## src/rtl/ccfg_pkg.sv

```systemverilog
// ccfg_pkg: shared types and constants for the coulomb counter fuel gauge core
// used by ccfg_mul, ccfg_div, ccfg_tbl and coulomb_counter_fuel_gauge_core
// no dependencies
package ccfg_pkg;

  // shared multiplier operand and product widths
  localparam int MUL_A_W = 34;
  localparam int MUL_B_W = 16;
  localparam int PROD_W  = MUL_A_W + MUL_B_W;

  // divisor width of the shared divider, holds the read scaling divisor
  localparam int DIVR_W = 22;

  // result width of the percent
  localparam int PCT_W = 11;

  // arithmetic constants
  localparam int MILLI_SCALE  = 1000;
  localparam int PCT_SCALE    = 100;
  localparam int READ_SCALE   = 1250;
  // 20 * 32768 * 36 / 10, worked out at elaboration
  localparam int READ_DIVISOR = 20 * 32768 * 36 / 10;

  localparam logic [15:0] FULL_RESET = 16'd2000;

  localparam logic signed [PCT_W-1:0] PCT_MAX = 11'sh3FF;
  localparam logic signed [PCT_W-1:0] PCT_MIN = 11'sh400;

  // configuration register indexes
  localparam logic [1:0] CFG_FULL_CHARGE = 2'd0;
  localparam logic [1:0] CFG_PACK_RES    = 2'd1;
  localparam logic [1:0] CFG_TBL_ENTRIES = 2'd2;

  typedef enum logic [2:0] {
    CMD_TABLE_WRITE = 3'd0,
    CMD_INIT        = 3'd1,
    CMD_CAL_RESULT  = 3'd2,
    CMD_READ        = 3'd3,
    CMD_RECAL       = 3'd4,
    CMD_CHARGE_DONE = 3'd5
  } cmd_e;

  typedef struct packed {
    logic [6:0]  pct;
    logic [12:0] mv;
  } tbl_entry_t;

  typedef struct packed {
    logic              start;
    logic [PROD_W-1:0] dividend;
    logic [DIVR_W-1:0] divisor;
  } div_req_t;

  typedef struct packed {
    logic              done;
    logic [PROD_W-1:0] quotient;
  } div_rsp_t;

endpackage

```

## src/rtl/ccfg_mul.sv

```systemverilog
// ccfg_mul: shared unsigned multiplier with a registered product
// depends on ccfg_pkg
module ccfg_mul import ccfg_pkg::*; (
  input  logic               clk_i,
  input  logic [MUL_A_W-1:0] a_i,
  input  logic [MUL_B_W-1:0] b_i,
  output logic [PROD_W-1:0]  prod_o
);

  logic [PROD_W-1:0] prod_q;

  always_ff @(posedge clk_i) begin
    prod_q <= a_i * b_i;
  end

  assign prod_o = prod_q;

endmodule

```

## src/rtl/ccfg_div.sv

```systemverilog
// ccfg_div: shared restoring divider, one quotient bit per cycle
// depends on ccfg_pkg
module ccfg_div import ccfg_pkg::*; (
  input  logic     clk_i,
  input  logic     rst_ni,
  input  div_req_t req_i,
  output div_rsp_t rsp_o
);

  localparam int CW = $clog2(PROD_W + 1);

  logic              busy_q;
  logic              done_q;
  logic [CW-1:0]     cnt_q;
  logic [DIVR_W-1:0] rem_q;
  logic [DIVR_W-1:0] dvs_q;
  logic [PROD_W-1:0] quo_q;
  logic [DIVR_W:0]   trial;
  logic [DIVR_W:0]   trial_sub;
  logic              fits;

  // shift the next dividend bit into the partial remainder
  assign trial     = {rem_q, quo_q[PROD_W-1]};
  assign trial_sub = trial - {1'b0, dvs_q};
  assign fits      = trial >= {1'b0, dvs_q};

  always_ff @(posedge clk_i or negedge rst_ni) begin
    if (!rst_ni) begin
      busy_q <= 1'b0;
      done_q <= 1'b0;
      cnt_q  <= '0;
    end else begin
      done_q <= 1'b0;
      if (req_i.start) begin
        busy_q <= 1'b1;
        cnt_q  <= CW'(PROD_W);
      end else if (busy_q) begin
        cnt_q <= cnt_q - CW'(1);
        if (cnt_q == CW'(1)) begin
          busy_q <= 1'b0;
          done_q <= 1'b1;
        end
      end
    end
  end

  // quotient bits replace dividend bits as they shift out
  always_ff @(posedge clk_i) begin
    if (req_i.start) begin
      rem_q <= '0;
      dvs_q <= req_i.divisor;
      quo_q <= req_i.dividend;
    end else if (busy_q) begin
      rem_q <= fits ? trial_sub[DIVR_W-1:0] : trial[DIVR_W-1:0];
      quo_q <= {quo_q[PROD_W-2:0], fits};
    end
  end

  assign rsp_o.done     = done_q;
  assign rsp_o.quotient = quo_q;

endmodule

```

## src/rtl/ccfg_tbl.sv

```systemverilog
// ccfg_tbl: voltage to percent table memory, one write and one registered read port
// depends on ccfg_pkg
module ccfg_tbl import ccfg_pkg::*; #(
  parameter int TABLE_DEPTH = 16
) (
  input  logic                           clk_i,
  input  logic                           we_i,
  input  logic [$clog2(TABLE_DEPTH)-1:0] waddr_i,
  input  tbl_entry_t                     wdata_i,
  input  logic [$clog2(TABLE_DEPTH)-1:0] raddr_i,
  output tbl_entry_t                     rdata_o
);

  tbl_entry_t mem_q [TABLE_DEPTH];
  tbl_entry_t rdata_q;

  always_ff @(posedge clk_i) begin
    if (we_i) begin
      mem_q[waddr_i] <= wdata_i;
    end
    rdata_q <= mem_q[raddr_i];
  end

  assign rdata_o = rdata_q;

endmodule

```

## src/rtl/coulomb_counter_fuel_gauge_core.sv

```systemverilog
// coulomb_counter_fuel_gauge_core: top level of the coulomb counting fuel gauge
// depends on ccfg_pkg, ccfg_mul, ccfg_div, ccfg_tbl
//
// The core takes one gauge command per input transfer and returns exactly one result
// transfer (capacity percent and status) for it. A small sequencer drives one shared
// registered multiplier and one shared restoring divider that yields one quotient bit a
// cycle over a 50-bit dividend; that divider sets the pace. Table write, cal result,
// charge done and unknown commands go straight to the result state. Init divides for
// the ir drop, scans the entries, each read and then compared as the table read is
// registered, and makes a second divider pass for the start charge. Read and recal run
// two divider passes, recal a third one to rescale the start charge. in_ready_o is high
// only while no command is in work; a finished result sits in an output register, so the
// next command is taken while the previous result still waits for out_ready_i.
// Configuration writes are taken at any time but belong in idle periods.
module coulomb_counter_fuel_gauge_core import ccfg_pkg::*; #(
  parameter int TABLE_DEPTH = 16
) (
  input  logic                    clk_i,
  input  logic                    rst_ni,
  // configuration write port
  input  logic                    cfg_we_i,
  input  logic [1:0]              cfg_idx_i,
  input  logic [15:0]             cfg_wdata_i,
  // command channel
  input  logic                    in_valid_i,
  output logic                    in_ready_o,
  input  logic [2:0]              command_i,
  input  logic [3:0]              table_index_i,
  input  logic [6:0]              entry_percent_i,
  input  logic [12:0]             entry_mv_i,
  input  logic [12:0]             voltage_mv_i,
  input  logic signed [13:0]      current_ma_i,
  input  logic [23:0]             sample_count_i,
  input  logic signed [31:0]      accumulator_i,
  input  logic [8:0]              offset_magnitude_i,
  input  logic                    offset_negative_i,
  // result channel
  output logic                    out_valid_o,
  input  logic                    out_ready_i,
  output logic signed [PCT_W-1:0] capacity_percent_o,
  output logic                    status_o
);

  localparam int AW = $clog2(TABLE_DEPTH);
  localparam int NW = $clog2(TABLE_DEPTH + 1);

  // one-hot sequencer states
  typedef enum logic [17:0] {
    ST_IDLE      = 18'h00001,
    ST_INIT_MUL  = 18'h00002,
    ST_INIT_DIV  = 18'h00004,
    ST_INIT_WAIT = 18'h00008,
    ST_SCAN_RD   = 18'h00010,
    ST_SCAN_CMP  = 18'h00020,
    ST_PCT_MUL   = 18'h00040,
    ST_PCT_DIV   = 18'h00080,
    ST_PCT_WAIT  = 18'h00100,
    ST_RD_MUL1   = 18'h00200,
    ST_RD_SUB    = 18'h00400,
    ST_RD_MUL2   = 18'h00800,
    ST_RD_DIV1   = 18'h01000,
    ST_RD_WAIT1  = 18'h02000,
    ST_RD_MUL3   = 18'h04000,
    ST_RD_DIV2   = 18'h08000,
    ST_RD_WAIT2  = 18'h10000,
    ST_FIN       = 18'h20000
  } state_e;

  state_e state_q, state_d;

  // configuration registers
  logic [15:0] full_q;
  logic [9:0]  pack_res_q;
  logic [4:0]  entries_q;

  // gauge state
  logic signed [31:0] start_q, start_d;
  logic signed [9:0]  offset_q, offset_d;

  // command fields held while the command is in work
  cmd_e               cmd_q;
  logic [12:0]        volt_q;
  logic [13:0]        cur_mag_q;
  logic               cur_neg_q;
  logic [23:0]        cnt_q;
  logic signed [31:0] acc_q;

  // working registers
  logic [MUL_A_W-1:0]      mag_q, mag_d;
  logic                    sign_q, sign_d;
  logic signed [15:0]      mv_q, mv_d;
  logic [NW-1:0]           scan_q, scan_d;
  logic signed [PCT_W-1:0] pct_q, pct_d;
  logic signed [PCT_W-1:0] res_pct_q, res_pct_d;
  logic                    res_status_q, res_status_d;

  // output register
  logic                    out_valid_q;
  logic signed [PCT_W-1:0] out_pct_q;
  logic                    out_status_q;
  logic                    out_load;

  // shared units
  logic [MUL_A_W-1:0] mul_a;
  logic [MUL_B_W-1:0] mul_b;
  logic [PROD_W-1:0]  mul_p;
  div_req_t           div_req;
  div_rsp_t           div_rsp;

  // table port
  logic                 tbl_we;
  logic [AW-1:0]        tbl_raddr;
  tbl_entry_t           tbl_wdata;
  tbl_entry_t           tbl_rdata;
  logic [NW-1:0]        scan_m1;
  logic                 idx_ok;
  logic [31:0]          ent_ext;
  logic [NW-1:0]        scan_n;

  // helper arithmetic
  logic                    in_acc;
  logic [13:0]             cur_u;
  logic signed [9:0]       off_in;
  logic [9:0]              off_u;
  logic [9:0]              off_mag;
  logic [PCT_W-1:0]        pct_u;
  logic [PCT_W-1:0]        pct_mag;
  logic [15:0]             drop_q16;
  logic signed [15:0]      drop_s;
  logic signed [15:0]      mv_calc;
  logic signed [35:0]      offprod_s;
  logic signed [35:0]      diff_s;
  logic [35:0]             diff_u;
  logic [35:0]             diff_mag;
  logic signed [33:0]      iacc_s;
  logic signed [33:0]      cc_s;
  logic [33:0]             cc_u;
  logic [33:0]             cc_mag;
  logic [31:0]             q32;
  logic                    q_over_pos;
  logic                    q_over_neg;
  logic signed [PCT_W-1:0] pct_sat;
  logic [DIVR_W-1:0]       full_div;

  assign in_ready_o = (state_q == ST_IDLE);
  assign in_acc     = in_valid_i & in_ready_o;

  // table index check and scan length
  assign idx_ok    = 32'(table_index_i) < 32'(TABLE_DEPTH);
  assign ent_ext   = 32'(entries_q);
  assign scan_n    = (ent_ext > 32'(TABLE_DEPTH)) ? NW'(TABLE_DEPTH) : NW'(ent_ext);
  assign scan_m1   = scan_q - NW'(1);
  assign tbl_raddr = scan_m1[AW-1:0];
  assign tbl_wdata = '{pct: entry_percent_i, mv: entry_mv_i};

  // sign-magnitude helpers
  assign cur_u   = $unsigned(current_ma_i);
  assign off_in  = $signed({1'b0, offset_magnitude_i});
  assign off_u   = $unsigned(offset_q);
  assign off_mag = offset_q[9] ? (~off_u + 10'd1) : off_u;
  assign pct_u   = $unsigned(pct_q);
  assign pct_mag = pct_q[PCT_W-1] ? (~pct_u + 11'd1) : pct_u;

  // ir drop: r * |i| / 1000 with the sign of the current
  assign drop_q16 = div_rsp.quotient[15:0];
  assign drop_s   = cur_neg_q ? -$signed(drop_q16) : $signed(drop_q16);
  assign mv_calc  = $signed({3'b000, volt_q}) - drop_s;

  // accumulator minus offset times sample count
  assign offprod_s = offset_q[9] ? -$signed({2'b00, mul_p[33:0]})
                                 : $signed({2'b00, mul_p[33:0]});
  assign diff_s    = $signed({{4{acc_q[31]}}, acc_q}) - offprod_s;
  assign diff_u    = $unsigned(diff_s);
  assign diff_mag  = diff_s[35] ? (~diff_u + 36'd1) : diff_u;

  // charge in mah: start charge plus the scaled accumulator
  assign iacc_s = sign_q ? -$signed(div_rsp.quotient[33:0])
                         : $signed(div_rsp.quotient[33:0]);
  assign cc_s   = $signed({{2{start_q[31]}}, start_q}) + iacc_s;
  assign cc_u   = $unsigned(cc_s);
  assign cc_mag = cc_s[33] ? (~cc_u + 34'd1) : cc_u;

  // percent saturation on the quotient magnitude
  assign q_over_pos = (|div_rsp.quotient[PROD_W-1:PCT_W-1]);
  assign q_over_neg = (|div_rsp.quotient[PROD_W-1:PCT_W]) |
                      (div_rsp.quotient[PCT_W-1] & (|div_rsp.quotient[PCT_W-2:0]));
  always_comb begin
    if (sign_q) begin
      pct_sat = q_over_neg ? PCT_MIN : -$signed(div_rsp.quotient[PCT_W-1:0]);
    end else begin
      pct_sat = q_over_pos ? PCT_MAX : $signed(div_rsp.quotient[PCT_W-1:0]);
    end
  end

  assign q32      = div_rsp.quotient[31:0];
  // a zero full capacity divides as one
  assign full_div = (full_q == '0) ? DIVR_W'(1) : DIVR_W'(full_q);

  // sequencer
  always_comb begin
    state_d      = state_q;
    start_d      = start_q;
    offset_d     = offset_q;
    mag_d        = mag_q;
    sign_d       = sign_q;
    mv_d         = mv_q;
    scan_d       = scan_q;
    pct_d        = pct_q;
    res_pct_d    = res_pct_q;
    res_status_d = res_status_q;
    tbl_we       = 1'b0;
    mul_a        = '0;
    mul_b        = '0;
    div_req          = '0;
    div_req.dividend = mul_p;

    unique case (state_q)
      ST_IDLE: begin
        if (in_valid_i) begin
          res_pct_d    = '0;
          res_status_d = 1'b0;
          state_d      = ST_FIN;
          unique case (cmd_e'(command_i))
            CMD_TABLE_WRITE: begin
              if (idx_ok) begin
                tbl_we = 1'b1;
              end else begin
                res_status_d = 1'b1;
              end
            end
            CMD_INIT: begin
              // zero current is rejected with no state change
              if (current_ma_i == '0) begin
                res_status_d = 1'b1;
              end else begin
                state_d = ST_INIT_MUL;
              end
            end
            CMD_CAL_RESULT: begin
              offset_d = offset_negative_i ? -off_in : off_in;
            end
            CMD_READ, CMD_RECAL: begin
              state_d = ST_RD_MUL1;
            end
            CMD_CHARGE_DONE: begin
              start_d  = $signed(32'(full_q));
              offset_d = '0;
            end
            default: begin
              // unknown command, result is zero with ok status
            end
          endcase
        end
      end

      // init: compensate voltage, scan table, set start charge
      ST_INIT_MUL: begin
        mul_a   = MUL_A_W'(cur_mag_q);
        mul_b   = MUL_B_W'(pack_res_q);
        state_d = ST_INIT_DIV;
      end
      ST_INIT_DIV: begin
        div_req.start   = 1'b1;
        div_req.divisor = DIVR_W'(MILLI_SCALE);
        state_d         = ST_INIT_WAIT;
      end
      ST_INIT_WAIT: begin
        if (div_rsp.done) begin
          mv_d  = mv_calc;
          pct_d = '0;
          if (scan_n == '0) begin
            state_d = ST_PCT_MUL;
          end else begin
            scan_d  = scan_n;
            state_d = ST_SCAN_RD;
          end
        end
      end
      ST_SCAN_RD: begin
        state_d = ST_SCAN_CMP;
      end
      ST_SCAN_CMP: begin
        // last entry first, first threshold above the voltage wins
        if (mv_q < $signed({3'b000, tbl_rdata.mv})) begin
          pct_d   = $signed({4'b0000, tbl_rdata.pct});
          state_d = ST_PCT_MUL;
        end else if (scan_q == NW'(1)) begin
          pct_d   = '0;
          state_d = ST_PCT_MUL;
        end else begin
          scan_d  = scan_m1;
          state_d = ST_SCAN_RD;
        end
      end

      // start charge = full * percent / 100, shared by init and recal
      ST_PCT_MUL: begin
        mul_a   = MUL_A_W'(pct_mag);
        mul_b   = full_q;
        state_d = ST_PCT_DIV;
      end
      ST_PCT_DIV: begin
        div_req.start   = 1'b1;
        div_req.divisor = DIVR_W'(PCT_SCALE);
        state_d         = ST_PCT_WAIT;
      end
      ST_PCT_WAIT: begin
        if (div_rsp.done) begin
          start_d   = pct_q[PCT_W-1] ? -$signed(q32) : $signed(q32);
          res_pct_d = pct_q;
          state_d   = ST_FIN;
        end
      end

      // read: offset correction, scaling to mah, percent of full
      ST_RD_MUL1: begin
        mul_a   = MUL_A_W'(cnt_q);
        mul_b   = MUL_B_W'(off_mag);
        state_d = ST_RD_SUB;
      end
      ST_RD_SUB: begin
        mag_d   = diff_mag[MUL_A_W-1:0];
        sign_d  = diff_s[35];
        state_d = ST_RD_MUL2;
      end
      ST_RD_MUL2: begin
        mul_a   = mag_q;
        mul_b   = MUL_B_W'(READ_SCALE);
        state_d = ST_RD_DIV1;
      end
      ST_RD_DIV1: begin
        div_req.start   = 1'b1;
        div_req.divisor = DIVR_W'(READ_DIVISOR);
        state_d         = ST_RD_WAIT1;
      end
      ST_RD_WAIT1: begin
        if (div_rsp.done) begin
          mag_d   = cc_mag;
          sign_d  = cc_s[33];
          state_d = ST_RD_MUL3;
        end
      end
      ST_RD_MUL3: begin
        mul_a   = mag_q;
        mul_b   = MUL_B_W'(PCT_SCALE);
        state_d = ST_RD_DIV2;
      end
      ST_RD_DIV2: begin
        div_req.start   = 1'b1;
        div_req.divisor = full_div;
        state_d         = ST_RD_WAIT2;
      end
      ST_RD_WAIT2: begin
        if (div_rsp.done) begin
          pct_d = pct_sat;
          if (cmd_q == CMD_RECAL) begin
            offset_d = '0;
            state_d  = ST_PCT_MUL;
          end else begin
            res_pct_d = pct_sat;
            state_d   = ST_FIN;
          end
        end
      end

      // hand the result over once the output register is free
      ST_FIN: begin
        if (!out_valid_q || out_ready_i) begin
          state_d = ST_IDLE;
        end
      end

      default: begin
        state_d = ST_IDLE;
      end
    endcase
  end

  assign out_load = (state_q == ST_FIN) && (!out_valid_q || out_ready_i);

  // control state and configuration
  always_ff @(posedge clk_i or negedge rst_ni) begin
    if (!rst_ni) begin
      state_q     <= ST_IDLE;
      start_q     <= '0;
      offset_q    <= '0;
      full_q      <= FULL_RESET;
      pack_res_q  <= '0;
      entries_q   <= '0;
      out_valid_q <= 1'b0;
    end else begin
      state_q     <= state_d;
      start_q     <= start_d;
      offset_q    <= offset_d;
      out_valid_q <= out_load | (out_valid_q & ~out_ready_i);
      if (cfg_we_i) begin
        unique case (cfg_idx_i)
          CFG_FULL_CHARGE: full_q     <= cfg_wdata_i;
          CFG_PACK_RES:    pack_res_q <= cfg_wdata_i[9:0];
          CFG_TBL_ENTRIES: entries_q  <= cfg_wdata_i[4:0];
          default: begin
            // writes beyond the register list are dropped
          end
        endcase
      end
    end
  end

  // payload and working registers
  always_ff @(posedge clk_i) begin
    if (in_acc) begin
      cmd_q     <= cmd_e'(command_i);
      volt_q    <= voltage_mv_i;
      cur_neg_q <= current_ma_i[13];
      cur_mag_q <= current_ma_i[13] ? (~cur_u + 14'd1) : cur_u;
      cnt_q     <= sample_count_i;
      acc_q     <= accumulator_i;
    end
    mag_q        <= mag_d;
    sign_q       <= sign_d;
    mv_q         <= mv_d;
    scan_q       <= scan_d;
    pct_q        <= pct_d;
    res_pct_q    <= res_pct_d;
    res_status_q <= res_status_d;
    if (out_load) begin
      out_pct_q    <= res_pct_q;
      out_status_q <= res_status_q;
    end
  end

  assign out_valid_o        = out_valid_q;
  assign capacity_percent_o = out_pct_q;
  assign status_o           = out_status_q;

  ccfg_mul u_mul (
    .clk_i  (clk_i),
    .a_i    (mul_a),
    .b_i    (mul_b),
    .prod_o (mul_p)
  );

  ccfg_div u_div (
    .clk_i  (clk_i),
    .rst_ni (rst_ni),
    .req_i  (div_req),
    .rsp_o  (div_rsp)
  );

  ccfg_tbl #(
    .TABLE_DEPTH (TABLE_DEPTH)
  ) u_tbl (
    .clk_i   (clk_i),
    .we_i    (tbl_we),
    .waddr_i (AW'(table_index_i)),
    .wdata_i (tbl_wdata),
    .raddr_i (tbl_raddr),
    .rdata_o (tbl_rdata)
  );

endmodule

```

## config.mk

```make
export PLATFORM = sky130hd
export DESIGN_NAME = coulomb_counter_fuel_gauge_core
export DESIGN_NICKNAME = d
export VERILOG_FILES = /design/src/rtl/ccfg_pkg.sv /design/src/rtl/ccfg_mul.sv /design/src/rtl/ccfg_div.sv /design/src/rtl/ccfg_tbl.sv /design/src/rtl/coulomb_counter_fuel_gauge_core.sv
export SDC_FILE = /design/constraint.sdc
export NUM_CORES = 2
export LEC_CHECK = 0
export BUFFER_PORTS_ARGS = -buffer_cell sky130_fd_sc_hd__buf_2
export CORE_UTILIZATION = 30
export CTS_CLUSTER_DIAMETER = 60
export CTS_CLUSTER_SIZE = 20
export DETAILED_ROUTE_END_ITERATION = 6
export PLACE_DENSITY = 0.47
export SYNTH_ARGS = -nofsm -noshare
export SYNTH_HDL_FRONTEND = slang
export SYNTH_SLANG_ARGS = --single-unit
```

## constraint.sdc

```tcl
create_clock -name clk_i -period 9.87 [get_ports clk_i]
set_input_delay 0.987 -clock clk_i [delete_from_list [all_inputs] [get_ports clk_i]]
set_output_delay 0.987 -clock clk_i [all_outputs]
set_load 0.02 [all_outputs]
```

### Word level (Yosys, flattened, before mapping)

Memory sizes are Yosys's and may differ from the RTL's. A register that Yosys moved wholly into a read port is not among the register bits.
Index checks and enable logic that the tools add are counted.

| storage, ports and cells | value |
|---|---|
| register bits after elaboration | 422 |
| RAM bits | 320 |
| logic and storage cells | 215 |
| memories | 1 |

Memories:

| memory | depth | width | read ports | clocked after memory_dff | wr ports | line | source |
|---|---|---|---|---|---|---|---|
| u_tbl.mem_q | 16 | 20 | 1 | 1 | 1 | ccfg_tbl.sv:14 | `tbl_entry_t mem_q [TABLE_DEPTH];` |

| cells by class | value |
|---|---|
| $add $sub $neg | 17 |
| multiply operators | 1 |
| order comparisons | 3 |
| equality and inequality tests | 42 |
| muxes and demuxes | 77 |
| bitwise operators | 11 |
| reductions and logical operators | 33 |

Operator list:

| operator | count |
|---|---|
| case mux 18 bit (18 select lines) | 1 |
| 2-to-1 mux 18 bit | 8 |
| 2-to-1 mux 34 bit | 4 |
| case mux 34 bit (4 select lines) | 1 |
| 2-to-1 mux 11 bit | 12 |
| 2-to-1 mux 32 bit | 4 |
| 2-to-1 mux 50 bit | 2 |
| case mux 22 bit (4 select lines) | 1 |
| case mux 16 bit (5 select lines) | 1 |
| adder 34 x 1 -> 34 bit (second input constant) | 2 |
| NOT 34 bit | 2 |
| case mux 34 bit (2 select lines) | 1 |
| case mux 11 bit (3 select lines) | 2 |
| case mux 32 bit (2 select lines) | 1 |
| multiplier 34 x 16 -> 50 bit | 1 |
| 2-to-1 mux 10 bit | 5 |
| case mux 10 bit (2 select lines) | 2 |
| OR reduction 40 bit | 1 |
| OR reduction 39 bit | 1 |
| 2-to-1 mux 36 bit | 1 |
| negation 34 -> 36 bit | 1 |
| case mux 18 bit (2 select lines) | 1 |
| subtractor 32 x 36 -> 36 bit | 1 |
| adder 32 x 34 -> 34 bit | 1 |
| other kinds (76) | 127 |

### Longest topological paths before layout

| logic depth | value |
|---|---|
| depth in word-level cells | 8 |
| mapped depth | 36 |
| gate-level depth less buffers | 34 |

### Hierarchy

Synthesis repeated with hierarchy kept, for this count alone.

| unflattened totals | value |
|---|---|
| cell total of the unflattened synthesis | 5274 |
| area total of the unflattened synthesis | 56369.1 um^2 |

Modules (own cells, without submodules):

| module | instances | cells each | area an instance (um^2) | seq. area each (um^2) |
|---|---|---|---|---|
| coulomb_counter_fuel_gauge_core | 1 | 2221 | 20185.6 | 7656.1 |
| ccfg_mul | 1 | 2033 | 18127.4 | 1001.0 |
| ccfg_tbl | 1 | 533 | 12530.8 | 10009.6 |
| ccfg_div | 1 | 487 | 5525.3 | 2802.7 |

### Worst setup path before layout

Ideal clock, no wire load.

| timing path | value |
|---|---|
| kind | flip-flop to flip-flop |
| from | reg state_q[8] |
| to | reg u_mul.prod_q[45], in the netlist u_mul.prod_o[45] |
| library setup time | 0.131 ns |
| arrival time | 8.960 ns |
| required time | 9.739 ns |
| path slack | 0.779 ns |
| stages on the path, launching flop included | 33 |
| period minus slack after synthesis | 9.091 ns |
| path through | dfrtp_1 nor4_1 nand3_1 or3_1 nor3b_1 clkbuf_1 clkbuf_1 a22oi_1 o21ai_1 clkbuf_1 nand2_1 fa_1 inv_1 fa_1 inv_1 fa_1 inv_1 fa_1 fa_1 inv_1 fa_1 inv_1 ha_1 a21o_1 a21o_1 a221o_1 a311oi_1 o21ai_0 a31o_2 a41o_1 a311o_1 a221oi_1 xnor2_1 |

| between the ends | value |
|---|---|
| cells in the longest elaborated chain, start to end | 4 |

RTL lines:

| what | line | source |
|---|---|---|
| from (decl) | coulomb_counter_fuel_gauge_core.sv:69 | `state_e state_q, state_d;` |
| from (signal assigned) | coulomb_counter_fuel_gauge_core.sv:392 | `state_q <= state_d;` |
| equality test 18 x 15 -> 1 bit / equality test 18 x 12 -> 1 bit (equally long branches) | coulomb_counter_fuel_gauge_core.sv:217 | `unique case (state_q)` |
| OR reduction 2 bit (no line) | n/a |  |
| case mux 34 bit (4 select lines) | coulomb_counter_fuel_gauge_core.sv:217 |  |
| multiplier 34 x 16 -> 50 bit * | ccfg_mul.sv:13 | `prod_q <= a_i * b_i;` |
| to (signal assigned) | ccfg_mul.sv:13 |  |
| to (decl) | ccfg_mul.sv:10 | `logic [PROD_W-1:0] prod_q;` |

Every way passes the cells marked *; elsewhere a longest branch is shown, timed or not.
A chain may end at the register's enable or synchronous reset.

### Final worst setup path

| timing path | value |
|---|---|
| from | reg state_q[9] |
| to | reg u_mul.prod_q[45], in the netlist u_mul.prod_o[45] |

Same word-level chain as after synthesis.

==> summary.md <==
| Metric | Value |
|---|---|
| Post-CTS Setup Inserts | 0 |
| Vias in the first global route | roughly 38k |
| I/O Pins | around 160 |
| Min-delay worst type | in2async |
| Synth Warn # | 0 |
| Via count | around 38k |
| Worst Setup Start Kind | flip-flop |
| Routed wire length | 163100 µm |
| Initial core utilization | 30.31% |
| Max_slew headroom | 18.10% |
| Detailed-route DRC error count | 0 |
| Die Area | roughly 180000 µm² |
| Core area | 179000 µm² |
| Total GRT Usage | around 18% |
| Placer Congestion | 0.9095 |
| Detailed Routing Iterations Pass 1 | 6 |
| Overflow after GRT | 0 |
| Syn Std Cell Area | 54250 µm² |
| RSZ-0062 raised after global routing | false |
| Antenna diodes | 0 |
| Ys async rst share | 13.21% |
| FF+latch count, synth | 757 |
| Status | finished, final reports clean |
| Global-route wire length before repair | 246600 µm |
| Vias per cell | 4.868 |
| Slowest stage delay, CP | just under 0.6 ns |
| Worst Setup SP | state_q[9]$_DFFE_PN0P_ |
| Worst path slowest cell | fa_1 |
| Synth unique cells | 91 |
| Seq/Total Area, Yosys | between 30% and 40% |
| Clk sinks | 757 |
| Setup TNS | 0 ns |
| Filler cells | 18.07k |
| Crit path top cell by count | fa_1 |
| Avg Cell Area, Syn | 10.78 µm² |
| Critical Path RT | 10.45 ns |
| Fin nets | between 6k and 7k |
| Worst Skew | 0.08854 ns |
| CTS tree | built |
| Crit Path Max Fanout | 32 |
| HPWL Detailed | around 130000 µm |
| ANT nets after route | 0 |
| WS Path Type | reg2reg |
| Root buf cell | clkbuf_16 |
| Die Wd | roughly 430 µm |
| Worst slack, placed | 0.4925 ns |
| Area Overhead vs Synth | 12.87% |
| Drt wl/cell | ~21 µm |
| Fin crit period | 9.325 ns |
| Max cap viols | 0 |
| CTS Hold Buffers Added | 0 |
| Setup violators final | 0 |
| EDFF count, synth | approximately 570 |
| Depth of the CTS H-tree | 3 |
| Setup ws final | 0.5451 ns |
| Crit path arrival time | 9.90 ns |
| Register area | 21320 µm² |
| Clk buf depth | 3 |
| Fin. max-slew vios | 0 |
| Worst slew pin tran | 1.222 ns |
| VDD IR max | 0.2318 mV |
| Initial DRC Count | about 2.4k |
| Pwr dens | 254.2 nW/µm² |
| Commonest non-fill, non-tap cell in the layout | nand2_1 |
| IO Port Bufs | around 160 |
| FP Rows | approximately 160 |
| CTS clk-pin slew, worst paths | roughly 0.080 ns |
| Critical Path End Type | flip-flop |
| Period utilisation layout | 94.48% |
| Chip height | 427.3 µm |
| Top_reg_cell synth | edfxtp_1 |
| Fmax | roughly 110 MHz |
| Multi-input logic area | 30810 µm² |
| Clock latency at the later pin of the worst-skew pair | between 0.7 and 0.8 ns |
| Leak | 25.02 nW |
| Clock buffer count from CTS | 74 |
| Commonest non-fill, non-tap cells in the layout | nand2_1 (666), inv_1 (595), edfxtp_1 (565), fa_1 (450), nor2_1 (319) |
| Share of layout cells above drive strength 1 | around 11% |
| Reg2reg start | state_q[9]$_DFFE_PN0P_ |
| Cell count after synthesis | 5033 |
| Largest net degree at the start of global routing | 67 |
| Initial antenna violation count | 12 |
| Hold Violations, Final | 0 |
==> state kept, by name, summed over array words and instances (netlist names), 18 cells and up <==
| signal | flops |
|---|---|
| u_div.rem_q | 22 |
| mag_q | 34 |
| state_q | 18 |
| acc_q | 32 |
| start_q | 32 |
| u_tbl.rdata_o | 20 |
| u_div.quo_q | 50 |
| u_tbl.mem_q | 320 |
| cnt_q | 24 |
| u_mul.prod_o | 50 |
==> metrics by stage <==
stage	hold slack [ns]	cell area (µm²)	total power, mW	util (%)	cells
2_1_floorplan	0.4003	54870	10.35	-	5196
3_3_place_gp	0.4176	58700	12.57	32.79	7592
3_5_place_dp	0.4234	58700	12.58	32.79	7592
4_1_cts	0.2863	61230	15.63	34.20	7730
5_1_grt	0.3317	61240	16.81	34.21	7730
6_report	0.2973	61240	15.57	34.21	7730
==> kinds of logic (layout without fill, tap and decap cells) <==
logic type               count (synthesis)  after routing  share of synthesized area [%]
other                                    2            165                        0.01384
flip-flops                             757            757                          39.29
AND/OR/NAND/NOR                       1507           1507                          12.85
AO/OA/AOI/OAI                          810            810                          9.739
multiplexers                           155            155                          5.237
adder cells (fa/ha/maj)                695            695                          22.25
buffers and inverters                  790            969                          5.496
XOR/XNOR                               317            317                          5.117
==> synth_stat cells (46+ instances only) <==
cell      count  area (µm²)
a21o_1       87       653.1
a21oi_1     196       980.9
clkbuf_1    167       626.9
dfrtp_1      93        2327
dfxtp_1      92        1842
edfxtp_1    565       16970
fa_1        450        9009
ha_1        245        3065
inv_1       596        2237
mux4_2      100        2252
nand2_1     666        2500
nand2b_1     46       287.8
nand3_1      62       310.3
nor2_1      331        1242
nor3_1       69       345.3
o21ai_0     200        1001
or3_1        47       294.0
xnor2_1     167        1463
xor2_1      150        1314
==> critical path: cells and delay by family, from the launching register on <==
| family | cells | cell delay, ns |
|---|---|---|
| AND/OR/NAND/NOR | 5 | 1.38 |
| XOR/XNOR | 1 | 0.05 |
| flip-flops | 1 | 0.45 |
| AO/OA/AOI/OAI | 11 | 3.07 |
| buffers and inverters | 5 | 0.71 |
| adder cells (fa/ha/maj) | 7 | 3.50 |
==> power by group <==
group	leakage [nW]	internal [mW]	switching (mW)
Combinational	16.6	3.21	4.81
Sequential	7.16	4.10	0.488
Clock	1.22	1.54	1.42
Total	25.0	8.85	6.72
==> final cells by class <==
class                      instances  area share, %
timing repair buffer             233          2.264
multi-input combinational       3649          50.31
tap                             2355          4.812
clock inverter                    48         0.9889
inverter                         598          3.672
clock buffer                      90          3.138
sequential                       757          34.81
==> worst paths after layout <==
check	slack [ns]	cells after the start	to
setup reg to reg	0.55	29	u_mul.prod_o[45]$_DFF_P_
hold reg to reg	0.44	0	capacity_percent_o[9]$_DFFE_PP_
max in group asynchronous	8.30	2	pack_res_q[5]$_DFFE_PN0P_
hold / removal	0.30	1	entries_q[0]$_DFFE_PN0P_
min in group clk_i	0.44	0	capacity_percent_o[9]$_DFFE_PP_
setup / recovery	0.55	29	u_mul.prod_o[45]$_DFF_P_
==> routing by layer <==
metal	track usage [%]	vias up	part of all wire, %
li1	-	17710	-
met1	24.74	18910	45
met2	29.71	789	47
met3	1.894	202	3.8
met4	5.982	10	3.3
met5	0	-	0.034
==> repair_timing <==
item	in CTS	in global routing
endpoints found under the setup margin	0	4
hold endpoints to repair	0	0
gates resized for setup	0	2
Power figures use the tool's default switching activity.
